<file path="config.mk">
export PLATFORM = sky130hd
export DESIGN_NAME = sorted_key_table
export DESIGN_NICKNAME = d
export VERILOG_FILES = /design/src/hdl/skt_pkg.sv /design/src/hdl/skt_ram.sv /design/src/hdl/skt_cmp.sv /design/src/hdl/sorted_key_table.sv
export SDC_FILE = /design/constraint.sdc
export NUM_CORES = 1
export LEC_CHECK = 0
export BUFFER_PORTS_ARGS = -buffer_cell sky130_fd_sc_hd__buf_2
export CAP_MARGIN = 30
export CORE_MARGIN = 2
export CORE_UTILIZATION = 23
export CTS_CLUSTER_DIAMETER = 200
export DETAILED_ROUTE_END_ITERATION = 6
export GPL_TIMING_DRIVEN = 0
export HOLD_SLACK_MARGIN = 0.02
export PLACE_DENSITY_LB_ADDON = 0.25
export RECOVER_POWER = 100
export SLEW_MARGIN = 20
export SYNTH_ARGS = -nofsm -noshare
export SYNTH_HDL_FRONTEND = slang
export SYNTH_SLANG_ARGS = --single-unit
</file>
<file path="constraint.sdc">
create_clock -name clk_i -period 6.85 [get_ports clk_i]
set_input_delay 1.0275 -clock clk_i [delete_from_list [all_inputs] [get_ports clk_i]]
set_output_delay 1.0275 -clock clk_i [all_outputs]
set_load 0.01 [all_outputs]
</file>
<file path="src/hdl/skt_pkg.sv">
`timescale 1ns / 1ps

package skt_pkg;

  localparam int unsigned DEF_CAPACITY = 32;

  localparam int unsigned MODE_W   = 2;
  localparam int unsigned KEY_W    = 32;
  localparam int unsigned STATUS_W = 2;
  localparam int unsigned POS_W    = 5;
  localparam int unsigned COUNT_W  = 6;

  localparam logic [MODE_W-1:0] MODE_CLEAR  = 2'd0;
  localparam logic [MODE_W-1:0] MODE_INSERT = 2'd1;
  localparam logic [MODE_W-1:0] MODE_SEARCH = 2'd2;
  localparam logic [MODE_W-1:0] MODE_DELETE = 2'd3;

  localparam logic [STATUS_W-1:0] STATUS_OK      = 2'd0;
  localparam logic [STATUS_W-1:0] STATUS_FULL    = 2'd1;
  localparam logic [STATUS_W-1:0] STATUS_MISSING = 2'd2;

  // Result of the shared key comparator
  typedef struct packed {
    logic eq;  // search key equals stored entry
    logic gt;  // search key is greater than stored entry (signed)
  } skt_cmp_t;

endpackage

</file>
<file path="src/hdl/skt_ram.sv">
`timescale 1ns / 1ps

module skt_ram #(
  parameter int unsigned WIDTH = 32,
  parameter int unsigned DEPTH = 32,
  localparam int unsigned AW   = (DEPTH > 1) ? $clog2(DEPTH) : 1
) (
  input  logic             clk_i,
  input  logic             we_i,
  input  logic [AW-1:0]    waddr_i,
  input  logic [WIDTH-1:0] wdata_i,
  input  logic             re_i,
  input  logic [AW-1:0]    raddr_i,
  output logic [WIDTH-1:0] rdata_o
);

  logic [WIDTH-1:0] mem_q [DEPTH];
  logic [WIDTH-1:0] rdata_q;

  always_ff @(posedge clk_i) begin
    if (we_i) begin
      mem_q[waddr_i] <= wdata_i;
    end
    if (re_i) begin
      rdata_q <= mem_q[raddr_i];
    end
  end

  assign rdata_o = rdata_q;

endmodule

</file>
<file path="src/hdl/skt_cmp.sv">
`timescale 1ns / 1ps

module skt_cmp
  import skt_pkg::*;
(
  input  logic signed [KEY_W-1:0] key_i,
  input  logic        [KEY_W-1:0] entry_i,
  output skt_cmp_t                res_o
);

  logic signed [KEY_W-1:0] entry_s;

  assign entry_s   = $signed(entry_i);
  assign res_o.eq  = (key_i == entry_s);
  assign res_o.gt  = (key_i > entry_s);

endmodule

</file>
<file path="src/hdl/sorted_key_table.sv">
`timescale 1ns / 1ps
// Clear, insert into a full or empty table, and search or delete on an empty table go
// straight to the response state. Insert walks down from the top entry, shifting keys up;
// search scans up from entry 0; delete scans, then shifts keys down. One key memory read
// and one compare per cycle. A new transfer waits until the previous result is loaded.
// Reset clears fill count and control only; key memory is not reset and needs no sweep.
module sorted_key_table
  import skt_pkg::*;
#(
  parameter int unsigned CAPACITY = DEF_CAPACITY
) (
  input  logic                       clk_i,
  input  logic                       rst_ni,
  input  logic                       in_valid_i,
  output logic                       in_stall_o,
  input  logic        [MODE_W-1:0]   mode_i,
  input  logic signed [KEY_W-1:0]    key_i,
  output logic                       out_valid_o,
  input  logic                       out_stall_i,
  output logic        [STATUS_W-1:0] status_o,
  output logic        [POS_W-1:0]    position_o,
  output logic        [COUNT_W-1:0]  count_o
);

  localparam int unsigned IDX_W = $clog2(CAPACITY);
  localparam int unsigned CNT_W = $clog2(CAPACITY + 1);
  localparam int unsigned SUM_W = CNT_W + 1;

  localparam logic [2:0] ST_IDLE = 3'd0;
  localparam logic [2:0] ST_INS  = 3'd1;
  localparam logic [2:0] ST_SCAN = 3'd2;
  localparam logic [2:0] ST_DEL  = 3'd3;
  localparam logic [2:0] ST_RESP = 3'd4;

  logic [2:0]              state_q, state_d;
  logic [MODE_W-1:0]       mode_q, mode_d;
  logic signed [KEY_W-1:0] key_q, key_d;
  logic [IDX_W-1:0]        idx_q, idx_d;
  logic [CNT_W-1:0]        fill_q, fill_d;
  logic [STATUS_W-1:0]     res_status_q, res_status_d;
  logic [IDX_W-1:0]        res_pos_q, res_pos_d;

  logic                    out_valid_q, out_valid_d;
  logic [STATUS_W-1:0]     out_status_q, out_status_d;
  logic [IDX_W-1:0]        out_pos_q, out_pos_d;
  logic [CNT_W-1:0]        out_cnt_q, out_cnt_d;

  logic                    mem_we;
  logic [IDX_W-1:0]        mem_waddr;
  logic [KEY_W-1:0]        mem_wdata;
  logic                    mem_re;
  logic [IDX_W-1:0]        mem_raddr;
  logic [KEY_W-1:0]        mem_rdata;

  skt_cmp_t                cmp_res;

  logic [SUM_W-1:0]        idx_p1, idx_p2, fill_w;
  logic [IDX_W-1:0]        idx_m1, idx_m2;

  skt_ram #(
    .WIDTH (KEY_W),
    .DEPTH (CAPACITY)
  ) u_ram (
    .clk_i   (clk_i),
    .we_i    (mem_we),
    .waddr_i (mem_waddr),
    .wdata_i (mem_wdata),
    .re_i    (mem_re),
    .raddr_i (mem_raddr),
    .rdata_o (mem_rdata)
  );

  skt_cmp u_cmp (
    .key_i   (key_q),
    .entry_i (mem_rdata),
    .res_o   (cmp_res)
  );

  assign idx_p1 = SUM_W'(idx_q) + SUM_W'(1);
  assign idx_p2 = SUM_W'(idx_q) + SUM_W'(2);
  assign fill_w = SUM_W'(fill_q);
  assign idx_m1 = idx_q - IDX_W'(1);
  assign idx_m2 = idx_q - IDX_W'(2);

  always_comb begin
    state_d      = state_q;
    mode_d       = mode_q;
    key_d        = key_q;
    idx_d        = idx_q;
    fill_d       = fill_q;
    res_status_d = res_status_q;
    res_pos_d    = res_pos_q;
    out_valid_d  = out_valid_q & out_stall_i;
    out_status_d = out_status_q;
    out_pos_d    = out_pos_q;
    out_cnt_d    = out_cnt_q;
    mem_we       = 1'b0;
    mem_waddr    = idx_q;
    mem_wdata    = mem_rdata;
    mem_re       = 1'b0;
    mem_raddr    = idx_q;

    unique case (state_q)
      ST_IDLE: begin
        if (in_valid_i) begin
          mode_d       = mode_i;
          key_d        = key_i;
          res_status_d = STATUS_OK;
          res_pos_d    = '0;
          idx_d        = '0;
          case (mode_i) inside
            MODE_CLEAR: begin
              fill_d  = '0;
              state_d = ST_RESP;
            end
            MODE_INSERT: begin
              if (fill_q == CNT_W'(CAPACITY)) begin
                res_status_d = STATUS_FULL;
                state_d      = ST_RESP;
              end else if (fill_q == '0) begin
                mem_we    = 1'b1;
                mem_waddr = '0;
                mem_wdata = key_i;
                fill_d    = CNT_W'(1);
                state_d   = ST_RESP;
              end else begin
                // walk down from the top entry
                idx_d     = IDX_W'(fill_q);
                mem_re    = 1'b1;
                mem_raddr = IDX_W'(fill_q - CNT_W'(1));
                state_d   = ST_INS;
              end
            end
            MODE_SEARCH, MODE_DELETE: begin
              if (fill_q == '0) begin
                res_status_d = STATUS_MISSING;
                state_d      = ST_RESP;
              end else begin
                mem_re    = 1'b1;
                mem_raddr = '0;
                state_d   = ST_SCAN;
              end
            end
            default: begin
              state_d = ST_RESP;
            end
          endcase
        end
      end

      ST_INS: begin
        // read data holds entry idx-1
        mem_we    = 1'b1;
        mem_waddr = idx_q;
        if (idx_q != '0 && !cmp_res.gt) begin
          mem_wdata = mem_rdata;
          idx_d     = idx_m1;
          if (idx_q != IDX_W'(1)) begin
            mem_re    = 1'b1;
            mem_raddr = idx_m2;
          end
        end else begin
          mem_wdata = key_q;
          fill_d    = fill_q + CNT_W'(1);
          res_pos_d = idx_q;
          state_d   = ST_RESP;
        end
      end

      ST_SCAN: begin
        // read data holds entry idx
        if (cmp_res.eq) begin
          res_pos_d = idx_q;
          if (mode_q == MODE_DELETE) begin
            if (idx_p1 < fill_w) begin
              mem_re    = 1'b1;
              mem_raddr = idx_p1[IDX_W-1:0];
              state_d   = ST_DEL;
            end else begin
              fill_d  = fill_q - CNT_W'(1);
              state_d = ST_RESP;
            end
          end else begin
            state_d = ST_RESP;
          end
        end else if (idx_p1 >= fill_w) begin
          res_status_d = STATUS_MISSING;
          state_d      = ST_RESP;
        end else begin
          idx_d     = idx_p1[IDX_W-1:0];
          mem_re    = 1'b1;
          mem_raddr = idx_p1[IDX_W-1:0];
        end
      end

      ST_DEL: begin
        // close the gap: entry idx takes entry idx+1
        mem_we    = 1'b1;
        mem_waddr = idx_q;
        mem_wdata = mem_rdata;
        idx_d     = idx_p1[IDX_W-1:0];
        if (idx_p2 < fill_w) begin
          mem_re    = 1'b1;
          mem_raddr = idx_p2[IDX_W-1:0];
        end else begin
          fill_d  = fill_q - CNT_W'(1);
          state_d = ST_RESP;
        end
      end

      ST_RESP: begin
        if (!out_valid_q || !out_stall_i) begin
          out_valid_d  = 1'b1;
          out_status_d = res_status_q;
          out_pos_d    = res_pos_q;
          out_cnt_d    = fill_q;
          state_d      = ST_IDLE;
        end
      end

      default: begin
        state_d = ST_IDLE;
      end
    endcase
  end

  always_ff @(posedge clk_i or negedge rst_ni) begin
    if (!rst_ni) begin
      state_q     <= ST_IDLE;
      fill_q      <= '0;
      out_valid_q <= 1'b0;
    end else begin
      state_q     <= state_d;
      fill_q      <= fill_d;
      out_valid_q <= out_valid_d;
    end
  end

  always_ff @(posedge clk_i) begin
    mode_q       <= mode_d;
    key_q        <= key_d;
    idx_q        <= idx_d;
    res_status_q <= res_status_d;
    res_pos_q    <= res_pos_d;
    out_status_q <= out_status_d;
    out_pos_q    <= out_pos_d;
    out_cnt_q    <= out_cnt_d;
  end

  assign in_stall_o  = (state_q != ST_IDLE);
  assign out_valid_o = out_valid_q;
  assign status_o    = out_status_q;
  assign position_o  = POS_W'(out_pos_q);
  assign count_o     = COUNT_W'(out_cnt_q);

  // fill count never passes capacity
  assert property (@(posedge clk_i) disable iff (!rst_ni)
    fill_q <= CNT_W'(CAPACITY))
    else $error("fill count above capacity");

  // memory writes stay inside the table
  assert property (@(posedge clk_i) disable iff (!rst_ni)
    mem_we |-> (SUM_W'(mem_waddr) < SUM_W'(CAPACITY)))
    else $error("key memory write out of range");

  // a new result only comes from the response state
  assert property (@(posedge clk_i) disable iff (!rst_ni)
    (out_valid_d && !(out_valid_q && out_stall_i)) |-> (state_q == ST_RESP))
    else $error("result loaded outside response state");

  // a full report always carries a full count
  assert property (@(posedge clk_i) disable iff (!rst_ni)
    (out_valid_q && out_status_q == STATUS_FULL) |-> (out_cnt_q == CNT_W'(CAPACITY)))
    else $error("full status with count below capacity");

  // insert never runs on a full table
  assert property (@(posedge clk_i) disable iff (!rst_ni)
    (state_q == ST_INS) |-> (fill_q != CNT_W'(CAPACITY)))
    else $error("insert walk on full table");

endmodule
</file>
# Yosys cells after proc, flatten, opt, wreduce, memory -nomap -nowiden
# Memories as Yosys holds them, arrays and structs flattened. A register that Yosys moved wholly into a read port is not among the register bits.
# Index checks and enable logic that the tools add are counted.
# word_totals
reg_bits	69
mem_bits_rw	1024
in_bits	38
out_inout_bits	15
mem_count	1
# memory_table
name	words	word_bits	read_ports	rd_ports_with_merged_regs	write_ports	line	source
u_ram.mem_q	32	32	1	1	1	skt_ram.sv:17	logic [WIDTH-1:0] mem_q [DEPTH];
# classes
n_addsub	6
n_lt_le_gt_ge	4
n_eq_ne	25
muxes	99
bitwise	1
reduce_logical	22
# ops
cell	n
$mux 32	6
$mux 5	30
$pmux 32 s2	1
$mux 6	10
$mux 3	14
$pmux 5 s4	2
$eq 32x32->1	1
$gt 32x32->1	1
$pmux 6 s4	1
$mux 1	23
$ne 2x2->1 const B	10
$pmux 3 s5	1
$pmux 5 s3	1
$mux 2	7
$lt 6x6->1	2
$ne 3x3->1 const B	4
$reduce_and 4->1	3
$reduce_and 10->1	1
$add 5x1->6 const B	1
$add 5x2->6 const B	1
$add 6x1->6 const B	1
$eq 2x2->1 const B	3
$eq 3x2->1 const B	2
$eq 6x6->1 const B	1
other kinds (25)	30

# Depth between registers and ports, before layout
# logic_depth
ltp_word	9
ltp_mapped	21
mapped_depth_nobuf	16

# By module
# From an unflattened synthesis, not the netlist that was laid out.
# hier_totals
hier_cells	2858
area_unflattened_um2	46156.8
# by_module_without_submodules
mod	n_inst	cells_per_inst	area_per_inst_um2
skt_ram	1	2260	40812.9
sorted_key_table	1	484	4499.3
skt_cmp	1	114	844.6

# Least setup slack after synthesis
# Ideal clock, no wire load.
# synth_timing
path_kind	input-to-reg
startpoint	input port in_valid_i
endpoint	register u_ram.rdata_q[0] (netlist: u_ram.rdata_o[0]) (read register of u_ram.mem_q) (enable)
setup_ns	0.431
t_arrival_ns	4.024
t_required_ns	6.419
slack_ns	2.395
path_stages	5
n_path_buf	1
cell_sequence	clkbuf_1 -> inv_1 -> nor2_1 -> a21oi_1 -> o211ai_1
# synth_between
elab_chain_cells	2
# synth_lines
item	line	source
from (decl)	sorted_key_table.sv:14	input logic in_valid_i,
$mux 1	sorted_key_table.sv:105	if (in_valid_i) begin
$pmux 1 s4	sorted_key_table.sv:103	unique case (state_q)
via mem_re	sorted_key_table.sv:51	logic mem_re;
to (decl)	skt_ram.sv:18	logic [WIDTH-1:0] rdata_q;
# The timed path passes the listed nets, and every way through them passes these cells.
# A chain may end at the register's enable or synchronous reset.

# Final worst setup path
# layout_timing
startpoint	register key_q[31]
endpoint	memory u_ram.mem_q[5][22] (data pin)
# layout_between
elab_chain_cells	5
# layout_lines
item	line	source
from (decl)	sorted_key_table.sv:37	logic signed [KEY_W-1:0] key_q, key_d;
from (signal assigned)	sorted_key_table.sv:241	key_q <= key_d;
$gt 32x32->1	skt_cmp.sv:15	assign res_o.gt = (key_i > entry_s);
$logic_not 1->1	sorted_key_table.sv:155	if (idx_q != '0 && !cmp_res.gt) begin
$logic_and 1x1->1	sorted_key_table.sv:155	
$mux 32	sorted_key_table.sv:155	
$pmux 32 s2	sorted_key_table.sv:103	
via mem_wdata[22]	sorted_key_table.sv:50	logic [KEY_W-1:0] mem_wdata;
to (decl)	skt_ram.sv:17	
# The timed path passes the listed nets, and every way through them passes these cells.

==> metrics.yaml <==
synthesis:
  synthArstFlopShare_pct: 0.889
  synth-seq-cells: 1125
  synthFlopType: "edfxtp_1"
  ys_warn_count: 0
  synth_cells: 3358
  syn_avg_cell_area_sq_um: 13.9
  synth_area_leaders: "edfxtp_1 (72%), nand2_1 (6.4%), mux2i_1 (2.0%), nand3_1 (1.6%), ha_1 (1.4%)"
  yosys.cell_count.top_type: "edfxtp_1"
  yosysTopAreaCellShare_pct: 71.9
  synth.top_cells.by_count: "edfxtp_1 (1115), nand2_1 (794), nand3_1 (151)"
  synth.yosys.seq_area_share_pct: 72.4
  synth_edf_count: 1115
  synth.net_count: 3448
  synth.distinct_cells: 85
  synthesis.area_sq_um: 46600
  synth_top_cell_by_area: "edfxtp_1"
die:
  initial_utilization_pct: 23.1
  placement_rows: 165
  core_sq_um: 202000
  die_h_um: 454
  die_w_um: 454
  die-area_sq_um: 206000
  ios: 53
placed_design:
  io_buffers: 51
  place_congestion: 0.901
  postPlaceCellArea_sq_um: 52400
  place_hpwl_um: 126000
clock_network:
  numCtsBuffers: 119
  clock_latency_ns: 0.77
  clockBufferDepth: 3
  cts_sinks: 1125
  cts_root_buf: "clkbuf_16"
  hold_buffers: 0
  htree_levels: 3
  path_clk_slew_ns: 0.06
  cts_tree: "done"
critical_path:
  crit_path_end_kind: "flop"
  r2r-end: "u_ram.mem_q[5][22]"
  criticalPathCategory: "reg -> reg"
  cp.required_ns: 7.27
  rrSetupSlack_ns: 0.06
  cp.depth: 14
  r2r_cells: 14
  cp_top_family: "buffers and inverters"
  crit_top_cell: "clkbuf_1"
  cp-start-kind: "flop"
  startpoint: "key_q[31]"
  slowest_stage: "nor4_1"
  reg2reg_from: "key_q[31]"
  cp_cell_sequence: "ha_1, nand4_1, nor4_1, nand2_2, a31oi_1, o21ba_1, clkbuf_1, nor2_1, nor2b_1, o21ai_0, clkbuf_1, a222oi_1, inv_1, clkbuf_1"
  cpPeakStageDelay_ns: 0.88
  crit_path_end: "u_ram.mem_q[5][22]"
  critPathMaxFanout: 21
  cp.arrival_ns: 7.20
  path_buf_inv: 4
sta:
  slew-limit-headroom_pct: -41.1
  tightest_slew_ns: 2.11
  fin_crit_ns: 6.79
  finalHoldViolCount: 0
  clock.fmax_mhz: 147
  period_share_pct: 99.1
  fin_skew_ns: 0.0497
  slew_violations: 443
  setup_violations: 0
run_status:
  violations: "design-rule violations, max-capacitance violations, max-slew violations"
  status: "complete, but fails checks"
global_route:
  grtUsageTotal_pct: 16.8
  grt.overflow.total: 0
  grt_max_degree: 33
  grt_pass1_vias: 29500
  antenna_found_initial: 11
  grt_first_pass_wirelength_um: 243000
drt:
  drtPass1Iterations: 7
  drt_iter0_markers: 4243
  wl_um: 177000
  drc: 1
  vias_per_cell: 4.87
  vias: 31200
  ant_nets: 0
  wl_per_cell_um: 27.6
flow_run:
  cap_violations: 28
layout:
  post-route-util_pct: 26.9
  area.growth.synth_to_final_pct: 16.6
  final_net_count: 3720
  nFillCells: 20700
  drive_gt1_share_pct: 9.77
  final_area_sq_um: 54300
hold_path:
  min_path_type: "in -> async"
-- stage by stage --
stage / setup WS, ns / hold slack, ns / instances / setup TNS (ns)
after global routing: -0.00231 / 0.315 / 6399 / -0.00231
final: 0.0641 / 0.273 / 6401 / 0
after global placement: -0.867 / 0.421 / 6081 / -25.49
after floorplan: 2.40 / 0.400 / 3358 / 0
after CTS: 0.0290 / 0.102 / 6387 / 0
after detailed placement: -0.867 / 0.418 / 6173 / -9.40
-- cell families after synthesis --
logic type	Yosys count	share of synthesized area, %
and+or+nand+nor	1270	11.9
DFF	1125	72.4
AOI/OAI and AO/OA	490	7.91
buffers and inverters	288	2.96
muxes	120	3.24
adders and majority gates	52	1.40
xor gates and xnor gates	13	0.244
-- layout by cell type (no fill, tap or decap), types with 9 or more instances in the layout --
master | synthesis | layout
a31oi_1 | 64 | 64
a21oi_1 | 84 | 84
nand3_1 | 151 | 151
nor3_1 | 20 | 20
xnor2_1 | 11 | 11
nand2_1 | 794 | 793
edfxtp_1 | 1115 | 1115
buf_6 | 12 | 14
a222oi_1 | 32 | 32
a221oi_1 | 28 | 28
a22oi_1 | 12 | 12
clkbuf_2 | 0 | 21
clkinv_1 | 1 | 28
clkinv_2 | 0 | 18
mux4_2 | 24 | 24
a311oi_1 | 61 | 61
mux2i_1 | 92 | 92
clkbuf_1 | 81 | 230
or3_1 | 10 | 10
o221ai_1 | 16 | 16
dfrtp_1 | 10 | 10
buf_4 | 33 | 37
o21ai_0 | 43 | 44
o22ai_1 | 18 | 18
o211ai_1 | 11 | 11
nor2_1 | 114 | 110
clkbuf_16 | 0 | 120
inv_1 | 82 | 82
buf_2 | 66 | 70
o2111ai_1 | 9 | 9
nand4_1 | 37 | 38
ha_1 | 52 | 52
a32oi_1 | 23 | 23
and3_1 | 95 | 95
-- cell type report --
cell class                      count  area, sq um  area share, %
Sequential cell                  1125        33700           62.1
Multi-Input combinational cell   1945        11500           21.2
Tap cell                         2672         3340           6.15
Clock buffer                      157         3150           5.80
Buffer                            202         1080           1.98
Timing Repair Buffer              154          763           1.41
Clock inverter                     60          439          0.808
Inverter                           83          313          0.576
Antenna cell                        3         7.51         0.0138
-- worst register-to-register path: stages (launching register included) --
cell and delay [ns]:
edfxtp_1 0.41, ha_1 0.38, nand4_1 0.25, nor4_1 0.88
nand2_2 0.38, a31oi_1 0.25, o21ba_1 0.19, clkbuf_1 0.21
nor2_1 0.36, nor2b_1 0.12, o21ai_0 0.82, clkbuf_1 0.56
a222oi_1 0.31, inv_1 0.58, clkbuf_1 0.75
-- registers in the layout, summed over array words and instances (netlist names), 3 cells and up --
register       flops
u_ram.mem_q     1024
res_pos_q          5
idx_q              5
key_q             32
u_ram.rdata_o     32
count_o            6
position_o         5
fill_q             6
state_q            3
-- routing by layer --
| layer | GRT usage (%) | part of all wire, % |
|---|---|---|
| met1 | 22.9 | 42 |
| met2 | 27.2 | 47 |
| met3 | 2.72 | 8.1 |
| met4 | 5.04 | 3.1 |
| met5 | 0 | 0.018 |
-- worst min-delay path by stage --
| stage | from | to | slack, ns | cells past startpoint |
|---|---|---|---|---|
| finish | rst_ni | state_q[1] | 0.27 | 1 |
| global route | rst_ni | fill_q[0] | 0.31 | 1 |
| CTS | rst_ni | state_q[1] | 0.10 | 1 |
| detailed placement | res_status_q[0] | status_o[0] | 0.42 | 0 |
| global placement | res_status_q[0] | status_o[0] | 0.42 | 0 |
| floorplan | res_pos_q[0] | position_o[0] | 0.40 | 0 |
-- what timing repair did --
action,CTS,global route
resized for setup,15,17
endpoints found under the setup margin,29,19
gates cloned,0,0
pin swaps,2,1
buffers inserted,0,0
Power is left out: the tool's default activity adds up to more than one toggle a clock period on the data nets, which glitch-free logic cannot reach.
